$ cat src/rtl/tsa_pkg.sv
// ============================================================================
// tsa_pkg
// Shared types, constants and the arctangent table for the solid angle block.
// ============================================================================
`default_nettype none

package tsa_pkg;

  localparam int CORDIC_STEPS  = 28;
  localparam int FRACTION_BITS = 30;
  localparam int NORM_BITS     = 60;
  localparam int COMP_W        = 32;
  localparam int NUM_COMP      = 9;
  localparam int IN_W          = COMP_W * NUM_COMP;
  localparam int OUT_W         = 32;
  localparam int WIDE_W        = 128;
  localparam int DEN_W         = 68;
  localparam int CORDIC_W      = 64;
  localparam int ANGLE_W       = 34;
  localparam int LEN_W         = 8;
  localparam int QUEUE_DEPTH   = 4;
  localparam int QPTR_W        = $clog2(QUEUE_DEPTH);
  localparam int QCNT_W        = QPTR_W + 1;

  localparam logic signed [ANGLE_W-1:0] PI_Q30 = 34'sd3373259426;

  typedef struct packed {
    logic                         zero;
    logic signed [CORDIC_W-1:0]   x;
    logic signed [CORDIC_W-1:0]   y;
    logic signed [ANGLE_W-1:0]    z;
  } tsa_item_t;

  function automatic logic signed [ANGLE_W-1:0] atan_q30(input int i);
    logic signed [ANGLE_W-1:0] r;
    case (i)
      0:  r = 34'sd843314857;
      1:  r = 34'sd497837829;
      2:  r = 34'sd263043837;
      3:  r = 34'sd133525159;
      4:  r = 34'sd67021687;
      5:  r = 34'sd33543516;
      6:  r = 34'sd16775851;
      7:  r = 34'sd8388437;
      8:  r = 34'sd4194283;
      9:  r = 34'sd2097149;
      10: r = 34'sd1048576;
      11: r = 34'sd524288;
      12: r = 34'sd262144;
      13: r = 34'sd131072;
      14: r = 34'sd65536;
      15: r = 34'sd32768;
      16: r = 34'sd16384;
      17: r = 34'sd8192;
      18: r = 34'sd4096;
      19: r = 34'sd2048;
      20: r = 34'sd1024;
      21: r = 34'sd512;
      22: r = 34'sd256;
      23: r = 34'sd128;
      24: r = 34'sd64;
      25: r = 34'sd32;
      26: r = 34'sd16;
      27: r = 34'sd8;
      28: r = 34'sd4;
      29: r = 34'sd2;
      30: r = 34'sd1;
      default: r = '0;
    endcase
    return r;
  endfunction

endpackage

`default_nettype wire

$ cat src/rtl/tsa_queue.sv
// ============================================================================
// tsa_queue
// Short FIFO between the front end and the CORDIC back end.
// ============================================================================
`default_nettype none

module tsa_queue (
  input  wire logic               clk,
  input  wire logic               rst,
  input  wire logic               push,
  input  tsa_pkg::tsa_item_t      wdata,
  input  wire logic               pop,
  output tsa_pkg::tsa_item_t      rdata,
  output logic                    full,
  output logic                    avail
);

  tsa_pkg::tsa_item_t mem [tsa_pkg::QUEUE_DEPTH];
  logic [tsa_pkg::QPTR_W-1:0] wptr, rptr;
  logic [tsa_pkg::QCNT_W-1:0] count;

  assign full  = (count == tsa_pkg::QCNT_W'(tsa_pkg::QUEUE_DEPTH));
  assign avail = (count != '0);
  assign rdata = mem[rptr];

  always_ff @(posedge clk) begin
    if (push) begin
      mem[wptr] <= wdata;
    end
  end

  always_ff @(posedge clk) begin
    if (rst) begin
      wptr  <= '0;
      rptr  <= '0;
      count <= '0;
    end else begin
      if (push) wptr <= wptr + 1'b1;
      if (pop)  rptr <= rptr + 1'b1;
      case ({push, pop})
        2'b10:   count <= count + 1'b1;
        2'b01:   count <= count - 1'b1;
        default: count <= count;
      endcase
    end
  end

endmodule

`default_nettype wire

$ cat config.mk
export PLATFORM = sky130hd
export DESIGN_NAME = tsa_queue
export DESIGN_NICKNAME = d
export VERILOG_FILES = /design/src/rtl/tsa_pkg.sv /design/src/rtl/tsa_queue.sv
export SDC_FILE = /design/constraint.sdc
export NUM_CORES = 1
export LEC_CHECK = 0
export BUFFER_PORTS_ARGS = -buffer_cell sky130_fd_sc_hd__buf_2
export CAP_MARGIN = 20
export CORE_MARGIN = 2
export CORE_UTILIZATION = 35
export CTS_CLUSTER_DIAMETER = 30
export DETAILED_ROUTE_END_ITERATION = 6
export PLACE_DENSITY = 0.53
export SLEW_MARGIN = 25
export SYNTH_ARGS = -nofsm -noshare
export SYNTH_HDL_FRONTEND = slang
export SYNTH_SLANG_ARGS = --single-unit
export TNS_END_PERCENT = 30
$ cat constraint.sdc
create_clock -name clk -period 5.55 [get_ports clk]
set_clock_uncertainty 0.2 [all_clocks]
set_input_delay 0 -clock clk [delete_from_list [all_inputs] [get_ports clk]]
set_output_delay 0 -clock clk [all_outputs]
set_load 0.02 [all_outputs]
==> impl_metrics.json, run 1 <==
{
  "status": "finished clean",
  "areaGrowthSynthToFinish_pct": 45.2,
  "p_leak_nw": 12.1,
  "antenna_found_initial": 6,
  "r2r_slack_ps": 3020,
  "syn-num-nets": 1071,
  "ios": 332,
  "wl_per_cell_um": 19.4,
  "yosysTopAreaCell": "edfxtp_1",
  "cts_sinks": 661,
  "grt_util_met2_pct": 24.8,
  "ys_types": 21,
  "fmax_mhz": 310,
  "hpwl_um": 27600,
  "grt_pass1_vias": 14010,
  "fp.dieH_um": 265,
  "yosys_warnings": 0,
  "initial_core_util_pct": 35.5,
  "wl_um": 51600,
  "portBuffers": 331,
  "postPlaceCellArea_um2": 26600,
  "synth_area_um2": 23900,
  "rsz0062_at_grt": "no",
  "firstDrtPassIters": 4,
  "rows": 95,
  "place_congestion": 0.703,
  "powerDensity_nw_per_um2": 442,
  "ys_seq_area_share_pct": 82.6,
  "period_needed_ps": 3230,
  "ys_top_cells_by_area": "edfxtp_1 82%, mux4_2 15%, dfxtp_1 0.75%",
  "grt_pass1_wl_um": 79300,
  "post-route-drc-count": 0,
  "finalInstanceArea_um2": 34700,
  "cts_resized": 0,
  "final_common_cell": "edfxtp_1",
  "viasPerCell": 4.68,
  "critical_path_required_ps": 5350,
  "avgSynthCellArea_um2": 26.6,
  "setup-tns-final_ps": 0,
  "grt.met1_usage_pct": 17.7,
  "cts_buffer_depth": 3,
  "cts_tree": "done",
  "ys_ff_latch": 661,
  "grt-ovfl-total": 0,
  "die_x_um": 265,
  "critical_path.max_fanout": 88,
  "setup_violations": 0,
  "hold_buffers": 335,
  "crit_path_end_kind": "output pin",
  "slew_violations": 0,
  "final_hold_viol_count": 0,
  "drt-initial-drc-count": 722,
  "cp-start-kind": "register",
  "cp.arrival_ps": 3030,
  "worstMarginPinSlew_ps": 994,
  "holdCritPathClass": "input pin to register",
  "fillCellCount": 5401,
  "busiest_layer": "met2",
  "postCtsSetupRepairBufs": 0,
  "path_clk_slew_ps": 40,
  "timing.final.crit_share_pct": 58.1,
  "fin_util_pct": 51.5,
  "cts_root_buffer": "clkbuf_16",
  "antenna_left": 0,
  "coreArea_um2": 67400,
  "critPathKind": "register to output pin",
  "h-tree-depth": 4,
  "synth_top_area_share_pct": 81.9,
  "cts_buffers": 136,
  "vdd_drop_max_v": 0.000344,
  "relSlewSlack_pct": 33.7,
  "drive_gt1_share_pct": 40.3,
  "dieArea_um2": 70400,
  "route.vias.total": 12444,
  "postSynthCellCount": 898,
  "final_cell_mix": "652 x edfxtp_1, 335 x dlygate4sd3_1, 331 x buf_2, 163 x mux4_2, 138 x clkbuf_16",
  "max_cap_viol_count": 0,
  "grt_max_degree": 89,
  "clock_latency_ps": 680,
  "layout.nets": 1851,
  "met3_usage_pct": 5.22,
  "grt_usage_pct": 14.9
}
[metal layers]
layer / up-vias / part of all wire [%]
li1: 5526 / -
met1: 6467 / 41
met2: 330 / 50
met3: 111 / 7.0
met4: 10 / 2.4
met5: - / 0.10
[state kept, by name, summed over array words and instances, names as in the netlist, named ones only]
| signal | cells |
|---|---|
| wptr | 2 |
| rptr | 2 |
| count | 3 |
| mem | 652 |
[area by class of cell]
type / count / area [um2] / share of cell area, %
clock buffer: 160 / 3540 / 10.2
inverter: 6 / 22.5 / 0.0649
antenna: 1 / 2.50 / 0.00721
timing repair buffer: 679 / 5180 / 14.9
tap: 873 / 1090 / 3.15
clock inverter: 87 / 1210 / 3.47
multi-input combinational: 194 / 3910 / 11.3
sequential: 661 / 19800 / 56.9
[cell usage after synthesis, drive strengths merged]
cell type and n:
clkbuf 4, and2 4, o21ai 1, nor2 8, edfxtp 652, inv 6, and3 1, or3 2
nand2 1, mux4 163, xor2 3, ha 5, dfxtp 9, buf 33, fa 1, mux2i 1
a21oi 2, xnor2 2
[logic make-up after synthesis]
kind of cell | after synthesis | synth area share (%)
compound gates | 3 | 0.0628
xor+xnor | 5 | 0.183
fa+ha+maj | 6 | 0.345
buf+inv | 43 | 1.08
flops | 661 | 82.6
mux | 164 | 15.4
simple gates | 16 | 0.324
[stage by stage]
stage	instances	power, mW	hold slack, ps	setup slack, ps
after detailed placement	2078	7.11	16.4	2900
after global routing	2661	15.9	95.5	2050
final	2661	15.3	99.3	2320
after CTS	2660	15.6	10.3	2190
after floorplan	898	6.68	-101	545
after global placement	2078	7.09	11.3	2920
[power by group]
part           internal, mW  leakage [nW]  switching, mW
sequential             5.76          6.06         0.0667
combinational         0.614          3.82          0.746
clock                  5.52          2.27           2.64
total                  11.9          12.1           3.45
[worst max-delay path: stages, from the launching register on]
cell and delay, ps:
dfxtp_4 720, buf_12 470, mux4_2 610, buf_2 180
[final timing paths]
check	startpoint	to	cells past startpoint
worst min-delay path	pop	register	5
worst max register to register	wptr[1]	mem[1][15]	4
worst min register to register	rptr[1]	rptr[1]	2
worst max-delay path	register	rdata[11]	3
Note: power is estimated with default switching activity, not from simulation.
==> inputs of run 2 (changes only) <==
ABC_AREA = 1   (was unset)
clock period = 3.1 ns   (was 5.55 ns; I/O delays follow)
==> run 2 against run 1 <==
  * Combinational power is 74% higher
  * Via count is 33% higher
  * Clock power is 81% higher
  * Sequential share of layout area is 1.1 points lower
  * First-iteration DRC count is 28% higher
  * Worst setup slack worse by 2100 ps
  * Critical path depth is 9 higher
  * Final area is 2.0% higher
  * Critical path type is now input pin to register
  * Critical endpoint is now count[2]
  * Largest cell class unchanged
==> impl_metrics.json, run 2 <==
{
  "path_clk_slew_ps": 40,
  "crit_path_end_kind": "register",
  "dieArea_um2": 71900,
  "ys_seq_area_share_pct": 80.9,
  "sw_frac_of_total_pct": 23.4,
  "synthMostInstantiatedCell": "edfxtp_1",
  "areaGrowthSynthToFinish_pct": 45.0,
  "setup-tns-final_ps": 0,
  "synth_top_area_share_pct": 80.2,
  "critical_path_required_ps": 3470,
  "critical_path.max_fanout": 3,
  "fillCellCount": 5812,
  "sequentialPowerShare_pct": 37.6,
  "cts_buffer_depth": 3,
  "ys_top_cells_by_area": "edfxtp_1 80%, o21ai_0 6.8%, nor2_1 5.1%",
  "ys.flop_type": "edfxtp_1",
  "worstMarginPinSlew_ps": 907,
  "max_cap_viol_count": 0,
  "cts_buffers": 143,
  "final_hold_viol_count": 0,
  "period_needed_ps": 2870,
  "p_clk_share_pct": 53.7,
  "postCtsSetupRepairBufs": 0,
  "fmax_mhz": 348,
  "rsz0062_at_grt": "no",
  "slew_violations": 0,
  "drt-initial-drc-count": 925,
  "synth_edf_count": 652,
  "grt_max_degree": 185,
  "vdd_drop_max_v": 0.000583,
  "route.vias.total": 16528,
  "p_leak_nw": 12.7,
  "grt-ovfl-total": 0,
  "holdCritPathClass": "input pin to register",
  "antenna_left": 0,
  "reg_top3": "mem: 652 flops, count: 3 flops",
  "place_congestion": 0.757,
  "ys_ff_latch": 661,
  "clock_latency_ps": 680,
  "rows": 96,
  "hpwl_um": 32800,
  "wl_um": 63100,
  "cts_sinks": 661,
  "synth_common_cells": "652 x edfxtp_1, 332 x o21ai_0, 329 x nor2_1",
  "worstHoldPathCells": 4,
  "portBuffers": 331,
  "synth_async_sr_flop_share_pct": 0,
  "final_common_cell": "edfxtp_1",
  "postSynthCellCount": 1634,
  "p_int_mw": 21.1,
  "h-tree-depth": 4,
  "grt_pass1_vias": 17169,
  "initial_core_util_pct": 35.5,
  "cp-start-kind": "input pin",
  "viasPerCell": 4.83,
  "cts_root_buffer": "clkbuf_16",
  "critPathKind": "input pin to register",
  "yosysTopAreaCell": "edfxtp_1",
  "cts_tree": "done",
  "largest_register_ff_count": 652,
  "worst_slack_ps": 228,
  "final_cell_mix": "652 x edfxtp_1, 333 x dlygate4sd3_1, 332 x o21ai_0, 331 x buf_2, 329 x nor2_1",
  "ys_types": 19,
  "ios": 332,
  "regMostFlops": "mem",
  "powerDensity_nw_per_um2": 777,
  "dp_slack_ps": 792,
  "wl_per_cell_um": 18.5,
  "drive_gt1_share_pct": 24.1,
  "ff2ff_path_depth": 8,
  "p_switching_mw": 6.43,
  "grt_pass1_wl_um": 95500,
  "post-route-drc-count": 0,
  "die_x_um": 268,
  "relSlewSlack_pct": 39.5,
  "firstDrtPassIters": 5,
  "cp.arrival_ps": 3240,
  "setup_violations": 0,
  "yosys_warnings": 0,
  "syn-num-nets": 1807,
  "grt_usage_pct": 17.4,
  "synth_area_um2": 24400,
  "coreArea_um2": 68800,
  "combPwrFrac_pct": 8.6,
  "antenna_found_initial": 4,
  "status": "finished clean",
  "timing.final.crit_share_pct": 92.6,
  "fp.dieH_um": 268,
  "layout.nets": 2540,
  "avgSynthCellArea_um2": 14.9
}
run 2: cell families (layout without fill, tap and decap cells):
group,Yosys count,in the layout,synth area share (%)
buf+inv,125,976,2.38
compound gates,500,500,11.1
other cells,0,3,0
flops,661,661,80.9
simple gates,342,342,5.28
fa+ha+maj,6,6,0.338
run 2: final cells by class:
cell class | count | area (um2) | area share (%)
timing repair buffer | 695 | 5450 | 15.4
tap | 931 | 1160 | 3.29
inverter | 18 | 92.6 | 0.262
multi-input combinational | 848 | 4090 | 11.6
clock buffer | 163 | 3670 | 10.4
sequential | 661 | 19800 | 55.8
clock inverter | 100 | 1150 | 3.25
antenna | 3 | 7.51 | 0.0212
run 2: worst max-delay path, stage by stage:
cell and delay (ps):
dlygate4sd3_1 510, buf_2 100, dlygate4sd3_1 600, ha_1 190
inv_1 70, fa_1 390, nand2_1 100, nand4_1 90
nand2_1 70, dlygate4sd3_1 550, nor2_1 40, dlygate4sd3_1 540
run 2: final timing paths:
kind              startpoint  slack [ps]        to
setup / recovery         pop         230  count[2]
hold / removal          push          60   wptr[0]
setup reg to reg    count[1]         520  count[2]
hold reg to reg      rptr[1]         260  register
run 2: stage by stage:
step / instance area [um2] / power [mW] / hold slack (ps) / utilization, % / instances
finish: 35400 / 27.5 / 61.2 / 51.4 / 3419
CTS: 35400 / 27.8 / 2.33 / 51.4 / 3416
floorplan: 24500 / 11.7 / -101 / - / 1634
global route: 35400 / 28.5 / 58.2 / 51.4 / 3418
global placement: 27200 / 12.5 / 11.6 / 39.6 / 2820
detailed placement: 27200 / 12.6 / 15.1 / 39.6 / 2820
run 2: routing by layer:
metal / global-route usage (%) / share of wire (%) / vias to the layer above
li1: - / - / 7739
met1: 20.3 / 40 / 8199
met2: 30.2 / 50 / 469
met3: 5.40 / 7.0 / 117
met4: 6.60 / 2.2 / 4
met5: 0 / 0.036 / -
run 2: power by group through the flow:
stage | clock (mW) | combinational [mW] | sequential, mW
global route | 15.5 | 2.58 | 10.4
global placement | 0 | 2.03 | 10.5
finish | 14.8 | 2.37 | 10.4
detailed placement | 0 | 2.06 | 10.5
floorplan | 0 | 1.17 | 10.5
CTS | 15.1 | 2.41 | 10.4
run 2: timing repair:
| action | CTS | global route |
|---|---|---|
| endpoints found under the hold margin | 725 | 0 |
| endpoints found under the setup margin | 0 | 1 |
| gates resized for setup | 0 | 1 |
| hold buffers | 333 | 0 |
